[src/design/mtsg_mul.sv]
// ----------------------------------------------------------------------------
// mtsg_mul: shared signed multiplier
// 34 x 34 signed product, registered.
// ----------------------------------------------------------------------------
module mtsg_mul
(
    input  logic               clk,
    input  logic               en,
    input  logic signed [33:0] a,
    input  logic signed [33:0] b,
    output logic signed [67:0] p
);

    logic signed [67:0] p_reg;

    always_ff @(posedge clk)
    begin
        if (en)
            p_reg <= a * b;
    end

    assign p = p_reg;

endmodule

[config.mk]
export PLATFORM = sky130hd
export DESIGN_NAME = mtsg_mul
export DESIGN_NICKNAME = d
export VERILOG_FILES = /design/src/design/mtsg_mul.sv
export SDC_FILE = /design/constraint.sdc
export NUM_CORES = 2
export LEC_CHECK = 0
export ABC_CLOCK_PERIOD_IN_PS = 9760
export BUFFER_PORTS_ARGS = -buffer_cell sky130_fd_sc_hd__buf_2
export CAP_MARGIN = 20
export CELL_PAD_IN_SITES_DETAIL_PLACEMENT = 0
export CELL_PAD_IN_SITES_GLOBAL_PLACEMENT = 1
export CORE_MARGIN = 2
export CORE_UTILIZATION = 47
export CTS_CLUSTER_SIZE = 8
export DETAILED_ROUTE_END_ITERATION = 6
export GPL_TIMING_DRIVEN = 0
export PLACE_DENSITY_LB_ADDON = 0.1
export SYNTH_ARGS = -nofsm -noshare
export SYNTH_HDL_FRONTEND = slang
export SYNTH_SLANG_ARGS = --single-unit
[constraint.sdc]
create_clock -name clk -period 9.76 [get_ports clk]
set_clock_uncertainty 0.05 [all_clocks]
set_input_delay 1.952 -clock clk [delete_from_list [all_inputs] [get_ports clk]]
set_output_delay 1.952 -clock clk [all_outputs]
set_load 0.005 [all_outputs]
## Word-level counts from Yosys, hierarchy flattened

Index checks and enable logic that the tools add are counted.

- Bits in registers: 68
- Word-level logic and storage cells: 2

- $mul: 1

Operators with widths:

| kind | count |
|---|---|
| multiplier 34 x 34 -> 68 bit | 1 |

## Longest topological paths before layout

- Depth in word-level cells: 1
- Mapped depth: 31

## Worst setup path before layout

OpenSTA, ideal clock, no wires.

- Kind: input port to flip-flop
- From: in a[33]
- To: reg p_reg[65] (netlist: p[65]), data pin
- Library setup time: 0.263 ns
- Data arrival time: 9.314 ns
- Required time: 9.447 ns
- Path slack: 0.133 ns
- Cell stages on the path: 24
- Path buffers: 2
- Cells stage by stage: clkbuf_1 > nand2_1 > inv_1 > fa_1 > fa_1 > fa_1 > fa_1 > inv_1 > fa_1 > fa_1 > fa_1 > fa_1 > inv_1 > ha_1 > clkdlybuf4s50_2 > nand3_1 > or2_2 > nor2_1 > a221oi_1 > o21ai_0 > a31oi_2 > nor2_2 > o41ai_2 > xnor2_1

- Cells in the longest elaborated chain, start to end: 1

RTL lines:

| item | line | text |
|---|---|---|
| start: declaration | 9 | `input logic signed [33:0] a,` |
| multiplier 34 x 34 -> 68 bit | 19 | `p_reg <= a * b;` |
| end signal: assignment | 19 |  |
| end: declaration | 14 | `logic signed [67:0] p_reg;` |

Every way passes these cells.
A chain may end at the register's enable or synchronous reset.

## Worst setup path in the final report

- From: in b[28]
- To: reg p_reg[61] (netlist: p[61]), data pin

- Cells in the longest elaborated chain, start to end: 1

RTL lines:

| item | line | text |
|---|---|---|
| start: declaration | 10 | `input logic signed [33:0] b,` |
| multiplier 34 x 34 -> 68 bit | 19 |  |

Every way passes these cells.

==> impl_metrics.csv <==
group,metric,value,unit
floorplanning,core,91900,um2
floorplanning,start_util,47.5,%
synth,yosysSeqAreaShare,4.67,%
floorplanning,rows,111,
global_route,grt_pass1_vias,34749,
timing,setup_violations,0,
detailed_routing,via_per_inst,5.38,
timing,worst_pin_slew,0.957,ns
synth,synth_top_flop_cell,"edfxtp_1",
timing,slew_viol_final,0,
layout,drive_above_1_share,9.83,%
place,place_congestion,1.03,
worst_hold_path,min_from,"en",
timing,fmax,104,MHz
timing,hold_violations,0,
floorplanning,die_h,309,um
global_route,grt_usage,36.0,%
synth,async_reset_ff_share,0,%
worst_setup_path,worstSetupPathType,"in -> reg",
worst_setup_path,path_max_fanout,10,
cts,cts.sinks,68,
cts,cts_tree,"built",
worst_setup_path,critPathRequiredTime,9.82,ns
layout,syn_to_final_growth,8.65,%
layout,n_fill_cell,9026,
synth,ys_types,69,
layout,largest_reg_flops,68,
synth,synth_seq_cells,68,
worst_setup_path,start_kind,"primary input",
global_route,grt_pass1_wl,239,mm
detailed_routing,ant_nets,0,
place,place_hpwl,142,mm
worst_hold_path,hold_path.class,"in -> reg",
detailed_routing,drt-pass1-iter-count,6,
status,outcome,"finished, final reports clean",
worst_setup_path,worstPathArrival,9.70,ns
global_route,grt_overflow_total,0,
global_route,grt_max_degree,69,
cts,cts_buffers,9,
layout,nets,6250,
synth,synth_edf_count,68,
floorplanning,die_w,309,um
floorplanning,io_pins,138,
timing,fin_crit_sh,98.8,%
worst_hold_path,holdPathEnd,"p[60]$_DFFE_PP_",
synth,synth_area,43700,um2
layout,final-instance-count-excl-fill,5989,
detailed_routing,dr_total_vias,32210,
synth,synth_area_per_cell,9.60,um2
timing,min_period,9.65,ns
worst_hold_path,worstHoldPathCells,1,
detailed_routing,drt_wl_total,166,mm
place,dp.cells,5943,
cts,clkTransAtPathRegs,0.07,ns
global_route,antenna_found_initial,17,
place,port_buffers,131,
run,cap_violations,0,
floorplanning,dieArea,95500,um2
cts,cts_max_level,3,
detailed_routing,drc,0,
detailed_routing,wl_per_cell,27.7,um
cts,clock-root-buffer,"clkbuf_16",
synth,postSynthCellCount,4554,
detailed_routing,first_iter_violations,2418,
cts,cts.path.max_buffers,2,
synth,yosys_warnings,0,
worst_setup_path,crit_path_end_kind,"flop",
synth,synth_nets,6069,
timing,slew_headroom,36.1,%
-- critical path, cell delays in order --
cell and delay [ns]:
clkbuf_2 0.39, buf_4 0.36, nand2_1 0.12, fa_1 0.56
inv_1 0.06, fa_1 0.62, fa_1 0.49, fa_1 0.51
fa_1 0.64, fa_1 0.47, fa_1 0.49, inv_1 0.05
fa_1 0.47, inv_1 0.04, ha_1 0.26, buf_4 0.14
nand2_1 0.07, o21ai_2 0.18, or2_4 0.20, nor2b_1 0.12
or4_1 0.58, o21ai_4 0.27, a31oi_2 0.18, o221ai_1 0.21
o21ai_1 0.12, xnor2_1 0.14
-- layer usage --
metal  track usage [%]  part of all wire [%]  vias up
met5                 0                 0.024        -
met4              25.7                   9.3        6
met3              5.30                   7.0      511
met2              59.9                    48     1438
met1              43.1                    36    16998
li1                  -                     -    13257
-- layout make-up --
cell class | instances | area (um2) | share of cell area (%)
timing repair buffer | 173 | 1170 | 2.46
clock inverter | 6 | 65.1 | 0.137
buffer | 225 | 1430 | 3.01
multi-input combinational | 3026 | 36400 | 76.6
tap | 1243 | 1560 | 3.27
sequential | 68 | 2040 | 4.30
antenna | 7 | 17.5 | 0.0369
clock buffer | 9 | 225 | 0.474
inverter | 1232 | 4630 | 9.76
-- per-stage QoR --
stage / util, % / worst slack [ns] / instance area, um2 / hold slack, ns / setup TNS (ns)
2_1_floorplan: - / 0.133 / 43700 / 2.01 / 0
5_1_grt: 51.6 / -0.00250 / 47500 / 2.14 / -0.00404
6_report: 51.7 / 0.114 / 47500 / 2.16 / 0
4_1_cts: 51.1 / 0.00105 / 47000 / 2.15 / 0
3_3_place_gp: 49.9 / -1.70 / 45900 / 2.29 / -41.54
3_5_place_dp: 50.2 / -1.78 / 46200 / 2.29 / -37.02
-- synthesized netlist by cell type (3+ instances only) --
cell / n / area share, %
and2_1: 621 / 8.9
o21ai_0: 31 / 0.35
o211ai_1: 3 / 0.052
or2_2: 4 / 0.057
nand2b_1: 20 / 0.29
and3_2: 3 / 0.052
nand3_1: 11 / 0.13
xnor2_1: 56 / 1.1
ha_1: 204 / 5.8
fa_1: 1241 / 57
o21ai_1: 7 / 0.080
nand4_1: 11 / 0.16
xor2_1: 23 / 0.46
buf_4: 4 / 0.069
a21oi_1: 61 / 0.70
o41ai_2: 3 / 0.11
a21o_1: 37 / 0.64
a221oi_1: 3 / 0.060
nor3_1: 5 / 0.057
nor2_1: 54 / 0.46
a211oi_1: 6 / 0.10
inv_1: 1231 / 11
edfxtp_1: 68 / 4.7
a31oi_1: 7 / 0.10
nor2b_1: 9 / 0.13
and3_1: 5 / 0.072
clkbuf_1: 214 / 1.8
o21bai_1: 12 / 0.21
o21a_1: 4 / 0.069
o41ai_1: 3 / 0.060
nand2_1: 542 / 4.7
-- timing repair --
item | in CTS | in global routing
resized for setup | 237 | 249
pin swaps | 8 | 22
cloned | 0 | 0
hold buffers | 0 | 0
setup buffers | 7 | 20
setup endpoints to repair | 37 | 19
-- how the worst max path moves through the flow --
stage                     startpoint              end  slack [ns]
after floorplan                a[33]  p[65]$_DFFE_PP_        0.13
final                          b[28]  p[61]$_DFFE_PP_        0.11
after detailed placement       a[33]  p[67]$_DFFE_PP_       -1.78
after global routing           a[24]  p[64]$_DFFE_PP_      -0.002
after global placement         a[33]  p[67]$_DFFE_PP_       -1.70
after CTS                      a[24]  p[61]$_DFFE_PP_       0.001
-- cells in the final DEF (no fill, tap or decap), drive strengths merged, types with 20 or more instances in the layout --
cell,synthesis,final
a21o,37,37
a21oi,63,63
and2,623,623
buf,9,224
clkbuf,217,181
edfxtp,68,68
fa,1241,1241
ha,204,204
inv,1231,1231
nand2,542,542
nand2b,20,20
nor2,56,56
o21ai,41,41
xnor2,56,56
xor2,23,23
-- cells by family after synthesis --
kind of cell / after synthesis / share of synthesized area (%)
xor gates and xnor gates: 79 / 1.58
buffers and inverters: 1460 / 12.6
AOI/OAI and AO/OA: 206 / 3.29
and+or+nand+nor: 1296 / 15.1
DFF: 68 / 4.67
adders and majority gates: 1445 / 62.7
Power is left out: the tool's default activity adds up to more than one toggle a clock period on the data nets, which glitch-free logic cannot reach.
