--- config.mk ---
export PLATFORM = sky130hd
export DESIGN_NAME = mtsg_div
export DESIGN_NICKNAME = d
export VERILOG_FILES = /design/src/design/mtsg_pkg.sv /design/src/design/mtsg_div.sv
export SDC_FILE = /design/constraint.sdc
export NUM_CORES = 1
export LEC_CHECK = 0
export BUFFER_PORTS_ARGS = -buffer_cell sky130_fd_sc_hd__buf_2
export CORE_AREA = 2 2 127 129
export CTS_CLUSTER_DIAMETER = 80
export DETAILED_ROUTE_END_ITERATION = 6
export DIE_AREA = 0 0 129 131
export PLACE_DENSITY_LB_ADDON = 0.12
export SKIP_CTS_REPAIR_TIMING = 1
export SYNTH_ARGS = -nofsm -noshare
export SYNTH_HDL_FRONTEND = slang
export SYNTH_SLANG_ARGS = --single-unit
--- constraint.sdc ---
create_clock -name clk -period 2.73 [get_ports clk]
set_clock_uncertainty 0.2 [all_clocks]
set_input_delay 0.1365 -clock clk [delete_from_list [all_inputs] [get_ports clk]]
set_output_delay 0.1365 -clock clk [all_outputs]
set_load 0.02 [all_outputs]
--- src/design/mtsg_pkg.sv ---
// ----------------------------------------------------------------------------
// mtsg_pkg: shared types, codes and table builders
// Mode and register codes, unit handshake structs, saturation and the
// elaboration-time builders for the sine and lag tables.
// ----------------------------------------------------------------------------
package mtsg_pkg;

    localparam int FRAC_BITS = 16;

    typedef enum logic [2:0] {
        MODE_SINE    = 3'd0,
        MODE_RAMP    = 3'd1,
        MODE_COUNTER = 3'd2,
        MODE_TOGGLE  = 3'd3,
        MODE_FOLLOW  = 3'd4
    } mode_t;

    localparam logic [2:0] CFG_MODE   = 3'd0;
    localparam logic [2:0] CFG_MIN    = 3'd1;
    localparam logic [2:0] CFG_MAX    = 3'd2;
    localparam logic [2:0] CFG_STEP   = 3'd3;
    localparam logic [2:0] CFG_RATED  = 3'd4;
    localparam logic [2:0] CFG_PERIOD = 3'd5;
    localparam logic [2:0] CFG_TAU    = 3'd6;

    localparam logic [63:0] PI_Q30  = 64'd3373259426;
    localparam logic [63:0] ONE_Q30 = 64'd1 << 30;

    // divider request: dividend is left aligned, nbits quotient bits are made
    typedef struct packed {
        logic        start;
        logic [63:0] dividend;
        logic [31:0] divisor;
        logic [6:0]  nbits;
    } div_req_t;

    typedef struct packed {
        logic        done;
        logic [63:0] quot;
        logic [31:0] rem;
    } div_stat_t;

    function automatic logic signed [31:0] sat32(input logic signed [63:0] v);
        logic signed [31:0] r;
        if (v > 64'sd2147483647)
            r = 32'sh7FFFFFFF;
        else if (v < -64'sd2147483648)
            r = 32'sh80000000;
        else
            r = 32'(v);
        return r;
    endfunction

    // shift-subtract quotient for the table builders; elaboration only
    function automatic logic [63:0] div64(input logic [63:0] num, input logic [63:0] den);
        logic [63:0] q;
        logic [64:0] r;
        q = '0;
        r = '0;
        for (int b = 63; b >= 0; b--)
        begin
            r = {r[63:0], num[b]};
            if (r >= {1'b0, den})
            begin
                r    = r - {1'b0, den};
                q[b] = 1'b1;
            end
        end
        return q;
    endfunction

    // sin over the first quadrant, Q16, capped at 65535
    function automatic logic [15:0] sine_entry(input int unsigned i, input int unsigned bits);
        logic [63:0] x;
        logic [63:0] x2;
        logic [63:0] term;
        logic [63:0] pos;
        logic [63:0] neg;
        logic [63:0] s;
        logic [63:0] r;
        logic [63:0] den;
        x = (PI_Q30 * 64'(i)) >> (bits + 1);
        x2 = (x * x) >> 30;
        term = x;
        pos = x;
        neg = 64'd0;
        for (int k = 1; k <= 9; k++) begin
            den = 64'((2 * k) * (2 * k + 1));
            term = div64((term * x2) >> 30, den);
            if ((k % 2) == 1)
                neg = neg + term;
            else
                pos = pos + term;
        end
        s = (pos >= neg) ? pos - neg : 64'd0;
        r = (s + 64'd8192) >> 14;
        return (r > 64'd65535) ? 16'hFFFF : r[15:0];
    endfunction

    // 1 - exp(-8y), Q16
    function automatic logic [15:0] lag_entry(input int unsigned i, input int unsigned bits);
        logic [63:0] y;
        logic [63:0] term;
        logic [63:0] pos;
        logic [63:0] neg;
        logic [63:0] e;
        logic [63:0] r;
        y = 64'(i) << (30 - bits);
        term = ONE_Q30;
        pos = ONE_Q30;
        neg = 64'd0;
        for (int k = 1; k <= 13; k++) begin
            term = div64((term * y) >> 30, 64'(k));
            if ((k % 2) == 1)
                neg = neg + term;
            else
                pos = pos + term;
        end
        e = (pos >= neg) ? pos - neg : 64'd0;
        for (int k = 0; k < 3; k++)
            e = (e * e) >> 30;
        if (e > ONE_Q30)
            e = ONE_Q30;
        r = ((ONE_Q30 - e) + 64'd8192) >> 14;
        return (r > 64'd65535) ? 16'hFFFF : r[15:0];
    endfunction

endpackage

--- src/design/mtsg_div.sv ---
// ----------------------------------------------------------------------------
// mtsg_div: shared restoring divider
// One quotient bit per cycle over a left-aligned dividend, 32-bit divisor.
// ----------------------------------------------------------------------------
module mtsg_div
    import mtsg_pkg::*;
(
    input  logic      clk,
    input  logic      rst_n,
    input  div_req_t  req,
    output div_stat_t stat
);

    logic [63:0] dq_reg;
    logic [31:0] rem_reg;
    logic [31:0] dvs_reg;
    logic [6:0]  cnt_reg;
    logic        busy_reg;
    logic        done_reg;

    logic [32:0] trial;
    logic [32:0] diff;
    logic        ge;

    assign trial = {rem_reg, dq_reg[63]};
    assign diff  = trial - {1'b0, dvs_reg};
    assign ge    = trial >= {1'b0, dvs_reg};

    always_ff @(posedge clk or negedge rst_n)
    begin
        if (!rst_n)
        begin
            busy_reg <= 1'b0;
            done_reg <= 1'b0;
            cnt_reg  <= '0;
        end
        else if (req.start)
        begin
            busy_reg <= 1'b1;
            done_reg <= 1'b0;
            cnt_reg  <= req.nbits;
        end
        else if (busy_reg)
        begin
            cnt_reg <= cnt_reg - 7'd1;
            if (cnt_reg == 7'd1)
            begin
                busy_reg <= 1'b0;
                done_reg <= 1'b1;
            end
        end
        else
        begin
            done_reg <= 1'b0;
        end
    end

    always_ff @(posedge clk)
    begin
        if (req.start)
        begin
            dq_reg  <= req.dividend;
            rem_reg <= '0;
            dvs_reg <= req.divisor;
        end
        else if (busy_reg)
        begin
            dq_reg  <= {dq_reg[62:0], ge};
            rem_reg <= ge ? diff[31:0] : trial[31:0];
        end
    end

    assign stat.done = done_reg;
    assign stat.quot = dq_reg;
    assign stat.rem  = rem_reg;

endmodule

# Yosys cells after proc, flatten, opt, wreduce, memory -nomap -nowiden
# Index checks and enable logic that the tools add are counted.
dict set report totals {
  reg_bits 137
}
dict set report op_classes {
  add_sub_neg 2
  n_lt_le_gt_ge 1
  eq_ne 2
  n_mux 11
  reduce_logical 1
}
# op n
set op_table {}
lappend op_table {{two-way mux 64 bit} 2}
lappend op_table {{greater-or-equal comparator 33 x 32 -> 1 bit} 1}
lappend op_table {{two-way mux 32 bit} 1}
lappend op_table {{subtractor 32 bit} 1}
lappend op_table {{two-way mux 7 bit} 2}
lappend op_table {{== test 7 x 1 -> 1 bit, second input constant} 1}
lappend op_table {{subtractor 7 x 1 -> 7 bit, second input constant} 1}
lappend op_table {{two-way mux 1 bit} 6}
lappend op_table {{!= test 3 x 2 -> 1 bit, second input constant} 1}
lappend op_table {{nonzero test 2 bit} 1}

# Depth between registers and ports, before layout
dict set report depth {
  word_depth 4
  ltp_mapped 13
  depth_no_buf 12
}

# Worst setup path before layout
# No wires, ideal clock.
dict set report synth_timing {
  path_kind {register to register}
  from {register rem_reg[27]}
  to {register dq_reg[0], data pin}
  setup_ns 0.260
  arrival_ns 2.667
  required_ns 2.270
  setup_slack_ns -0.397
  stages_incl_launch_ff 11
  period_less_slack_ns 3.127
  cell_sequence {dfxtp_1 -> ha_1 -> and3_1 -> a22o_1 -> a211o_1 -> a21oi_1 -> nor2b_1 -> o31ai_2 -> o311ai_4 -> buf_2 -> mux2_2}
}
dict set report synth_between {
  elab_chain_len 3
}
# element line_no
set synth_lines {}
lappend synth_lines {{from (decl)} mtsg_div.sv:15} ;# logic [31:0] rem_reg;
lappend synth_lines {{from (signal assigned)} mtsg_div.sv:69} ;# rem_reg <= ge ? diff[31:0] : trial[31:0];
lappend synth_lines {{greater-or-equal comparator 33 x 32 -> 1 bit} mtsg_div.sv:27} ;# assign ge = trial >= {1'b0, dvs_reg};
lappend synth_lines {{two-way mux 64 bit} mtsg_div.sv:66} ;# else if (busy_reg)
lappend synth_lines {{two-way mux 64 bit} mtsg_div.sv:60} ;# if (req.start)
lappend synth_lines {{to (signal assigned)} mtsg_div.sv:62} ;# dq_reg <= req.dividend;
lappend synth_lines {{to (signal assigned)} mtsg_div.sv:68} ;# dq_reg <= {dq_reg[62:0], ge};
lappend synth_lines {{to (decl)} mtsg_div.sv:14} ;# logic [63:0] dq_reg;
# No other way between the ends. The select of a mux whose other input is x is not followed.
# A chain may end at the register's enable or synchronous reset.

# Final worst setup path
dict set report layout_timing {
  from {register dvs_reg[28]}
  to {register rem_reg[0]}
}
dict set report layout_between {
  elab_chain_len 2
}
# element line_no
set layout_lines {}
lappend layout_lines {{from (decl)} mtsg_div.sv:16} ;# logic [31:0] dvs_reg;
lappend layout_lines {{from (signal assigned)} mtsg_div.sv:64} ;# dvs_reg <= req.divisor;
lappend layout_lines {{greater-or-equal comparator 33 x 32 -> 1 bit} mtsg_div.sv:27}
lappend layout_lines {{two-way mux 32 bit} mtsg_div.sv:69}
# No other way between the ends.

==> out/summary.md <==
The run finished, with violations left. The checks that failed: setup timing. The path class of the tightest hold or removal check is in2reg.

The Yosys step of the flow raised 0 warnings. The synthesized area divided by synthesized cell count came out at 11.5 um2. Setup TNS: -6830 ps. The clock latency on the worst-skew pair was 420 ps. After synthesis, the cell types taking the most area are edfxtp_1, mux2_2, dfxtp_1, ha_1, mux2i_1. The number of different library cells used by synthesis comes to 62. In this run, synthesis inferred 96 flip-flops with an integrated enable.

The area fraction of the dominant cell type after synthesis works out to 0.391. Element type at the critical path end: a flip-flop. Reg-to-reg startpoint: dvs_reg[28]$_DFFE_PP_. Power spread over the standard cell area amounts to 910 nW/um2.

The area growth from synthesis to final layout was 56.3%; the number of cells on the worst hold path was 2. After detailed routing, the number of remaining DRC violations is 0. The die is 129 um wide. The run gives 16900 um2 as the total die area. The sequential cell area fraction in the yosys report is 0.508, and the gate count after technology mapping is 642. The count of final max-slew check failures is 0. The critical path launch point type was a flip-flop. Detailed placement finished with a half-perimeter wire length of 14300 um.

Across the VDD grid, the largest voltage drop is 0.540 mV. Post-synthesis async set-or-reset flop share: 0.0657. Clock net sink count: 137. The layout cell share with drive strength beyond 1 is 0.458, and the iteration-0 DRC count of the detailed router is 329. The placed cell count was 1136. Number of ports placed on the die boundary: 203. The setup violation total in the final timing report is 33.

After detailed routing, the number of vias per cell comes to 5.19. The tool flagged a number of max-cap violations equal to 0. Buffers inserted during clock tree synthesis total 17. The share of total power in combinational logic is 0.509. Clock-pin slew was measured on the worst setup and hold paths at 60 ps.

TritonCTS built the clock tree. Data arrives at the worst endpoint at 3120 ps. The run gives 783 as the number of nets produced by synthesis. The setup path with the least slack is of type reg2reg. For hold timing, the worst endpoint is dvs_reg[22]$_DFFE_PP_.

edfxtp_1 takes more of the synthesized area than any other cell. The logs give 7 for the total iterations of the first detailed-routing run and 3.86 mW for the switching power. The tools report the count of endpoints failing hold in the final timing report as 0.

Setup repair after global routing could not meet its margin everywhere. For this design the static power due to leakage is 5.14 nW. The flip-flop cell with the highest count after synthesis was edfxtp_1.

The depth of the worst register-to-register path came out at 12. The net count of the finished layout is 1197. The starting utilization of the core area was 0.473; the share of the clock period used by the worst path was 1.10.

Row generation in the floorplan step produced 46 rows. The run gives -280 ps as the post-route worst setup slack. Synthesis inferred 137 register bits.

The first global-routing pass estimated 30200 um of wire. The finished cells cover 11500 um2. The relative max-transition margin is 0.636, and the number of global-route vias before repair is 6264. At the pin with the least slew margin, the transition time is 538 ps.

The placeable core region is 15600 um2. The register with the most flip-flops in the layout has 64 of them. In this run the most critical hold path is launched from req[29]. The master cell of the clock root buffer was clkbuf_16.

The global-route usage over all layers was 0.229. For this block, the via count after detailed routing is 6669. The most common cell in the synthesized netlist is edfxtp_1. Chip height: 131 um. The capturing point of the worst reg2reg path is rem_reg[0]$_SDFFE_PP0P_.

The clock share of power is 0.209. The port buffer count was 202. The number of routed nets with antenna violations is 0, and the final antenna diode count is 0. The cell-internal power is 6.62 mW, and the routed length per placed instance is 16.9 um.

The H-tree was split into 4 levels. The initial antenna violation count is 0, and the share of total power in sequential cells is 0.282. In this run the worst path has a maximum fanout of 11. The finished layout holds 1285 standard cells, fillers aside. The worst register-to-register path has a setup slack of -280 ps.

The placed instance area was 9600 um2. The tools report the highest clock rate as 332 MHz. The final hold slack was 227 ps. The global placer's final weighted congestion was 0.909; the largest buffer count on any clock path was 2. The netlist area before placement is 7370 um2, and the overall routed net length is 21700 um. The commonest cells after synthesis are edfxtp_1, mux2_2, nor2_1.

The total overflow left after global routing is 0. Share of total power consumed by net switching: 0.368. Entering global routing, the biggest net connects 84 pins.

The time the worst path needs with I/O delays and setup came out at 3010 ps. Post-route core utilization: 0.739. At the worst endpoint, the required time is 2840 ps.
==> through the flow <==
step	power [mW]	worst slack [ps]
3_3_place_gp	7.65	-331
4_1_cts	9.98	-392
2_1_floorplan	5.93	-225
3_5_place_dp	7.76	-371
6_report	10.5	-280
5_1_grt	11.1	-410
==> area by class of cell <==
cell class | count | area, um2
well taps | 216 | 270
inverters | 42 | 158
flip-flops and latches | 137 | 3770
multi-input cells | 432 | 3730
repair buffers | 426 | 3030
clock inverters | 13 | 121
clock buffers | 19 | 433
fillers | 1054 | 4080
==> power groups by stage <==
stage | clock (mW) | combinational [mW] | sequential [mW]
2_1_floorplan | 0 | 2.52 | 3.40
3_3_place_gp | 0 | 4.69 | 2.96
3_5_place_dp | 0 | 4.78 | 2.97
4_1_cts | 2.22 | 4.82 | 2.94
5_1_grt | 2.30 | 5.77 | 3.00
6_report | 2.19 | 5.34 | 2.95
==> cells in the final DEF, fill, tap and decap left out, types with 23 or more instances in the layout <==
cell type | synthesis | routed
nand2_1 | 32 | 31
a21oi_1 | 31 | 26
o21ai_0 | 26 | 23
inv_1 | 42 | 40
buf_4 | 1 | 109
mux2_2 | 64 | 63
edfxtp_1 | 96 | 96
buf_2 | 1 | 201
nor2_1 | 46 | 46
dlygate4sd3_1 | 0 | 108
==> worst max-delay path: stages (launching register included) <==
cell      delay, ps
edfxtp_1        390
inv_2            80
ha_4            190
and3_4          180
a22o_1          250
a211o_1         250
a21oi_2         140
nor2b_2          70
o31ai_4         300
o311ai_4        230
buf_12          210
and3_1          170
a311oi_1        250
==> worst max-delay path by stage <==
| stage | start | to | slack (ps) | cells past startpoint |
|---|---|---|---|---|
| finish | dvs_reg[28]$_DFFE_PP_ | rem_reg[0]$_SDFFE_PP0P_ | -280 | 12 |
| CTS | dq_reg[63]$_DFFE_PP_ | rem_reg[30]$_SDFFE_PP0P_ | -390 | 12 |
| global route | dvs_reg[7]$_DFFE_PP_ | rem_reg[24]$_SDFFE_PP0P_ | -410 | 11 |
| floorplan | dq_reg[63]$_DFFE_PP_ | rem_reg[30]$_SDFFE_PP0P_ | -230 | 12 |
| detailed placement | dq_reg[63]$_DFFE_PP_ | rem_reg[30]$_SDFFE_PP0P_ | -370 | 12 |
| global placement | dq_reg[63]$_DFFE_PP_ | rem_reg[28]$_SDFFE_PP0P_ | -330 | 11 |
==> kinds of logic (layout without fill, tap and decap cells) <==
logic type,after synthesis,count (layout),synth area share
AO/OA/AOI/OAI,143,143,0.136
flip-flops,137,137,0.508
AND/OR/NAND/NOR,133,133,0.0862
multiplexers,87,87,0.129
buffers and inverters,73,500,0.0399
adder cells (fa/ha/maj),35,35,0.0604
XOR/XNOR,34,34,0.0404
==> metal layers <==
layer  track usage  up-vias  part of all wire
met1         0.268     3176              0.41
met2         0.395      238              0.51
met3        0.0745       49             0.055
met4        0.0844        0             0.026
met5             0        -                 0
li1              -     3206                 -
Note: power is estimated with default switching activity, not from simulation.
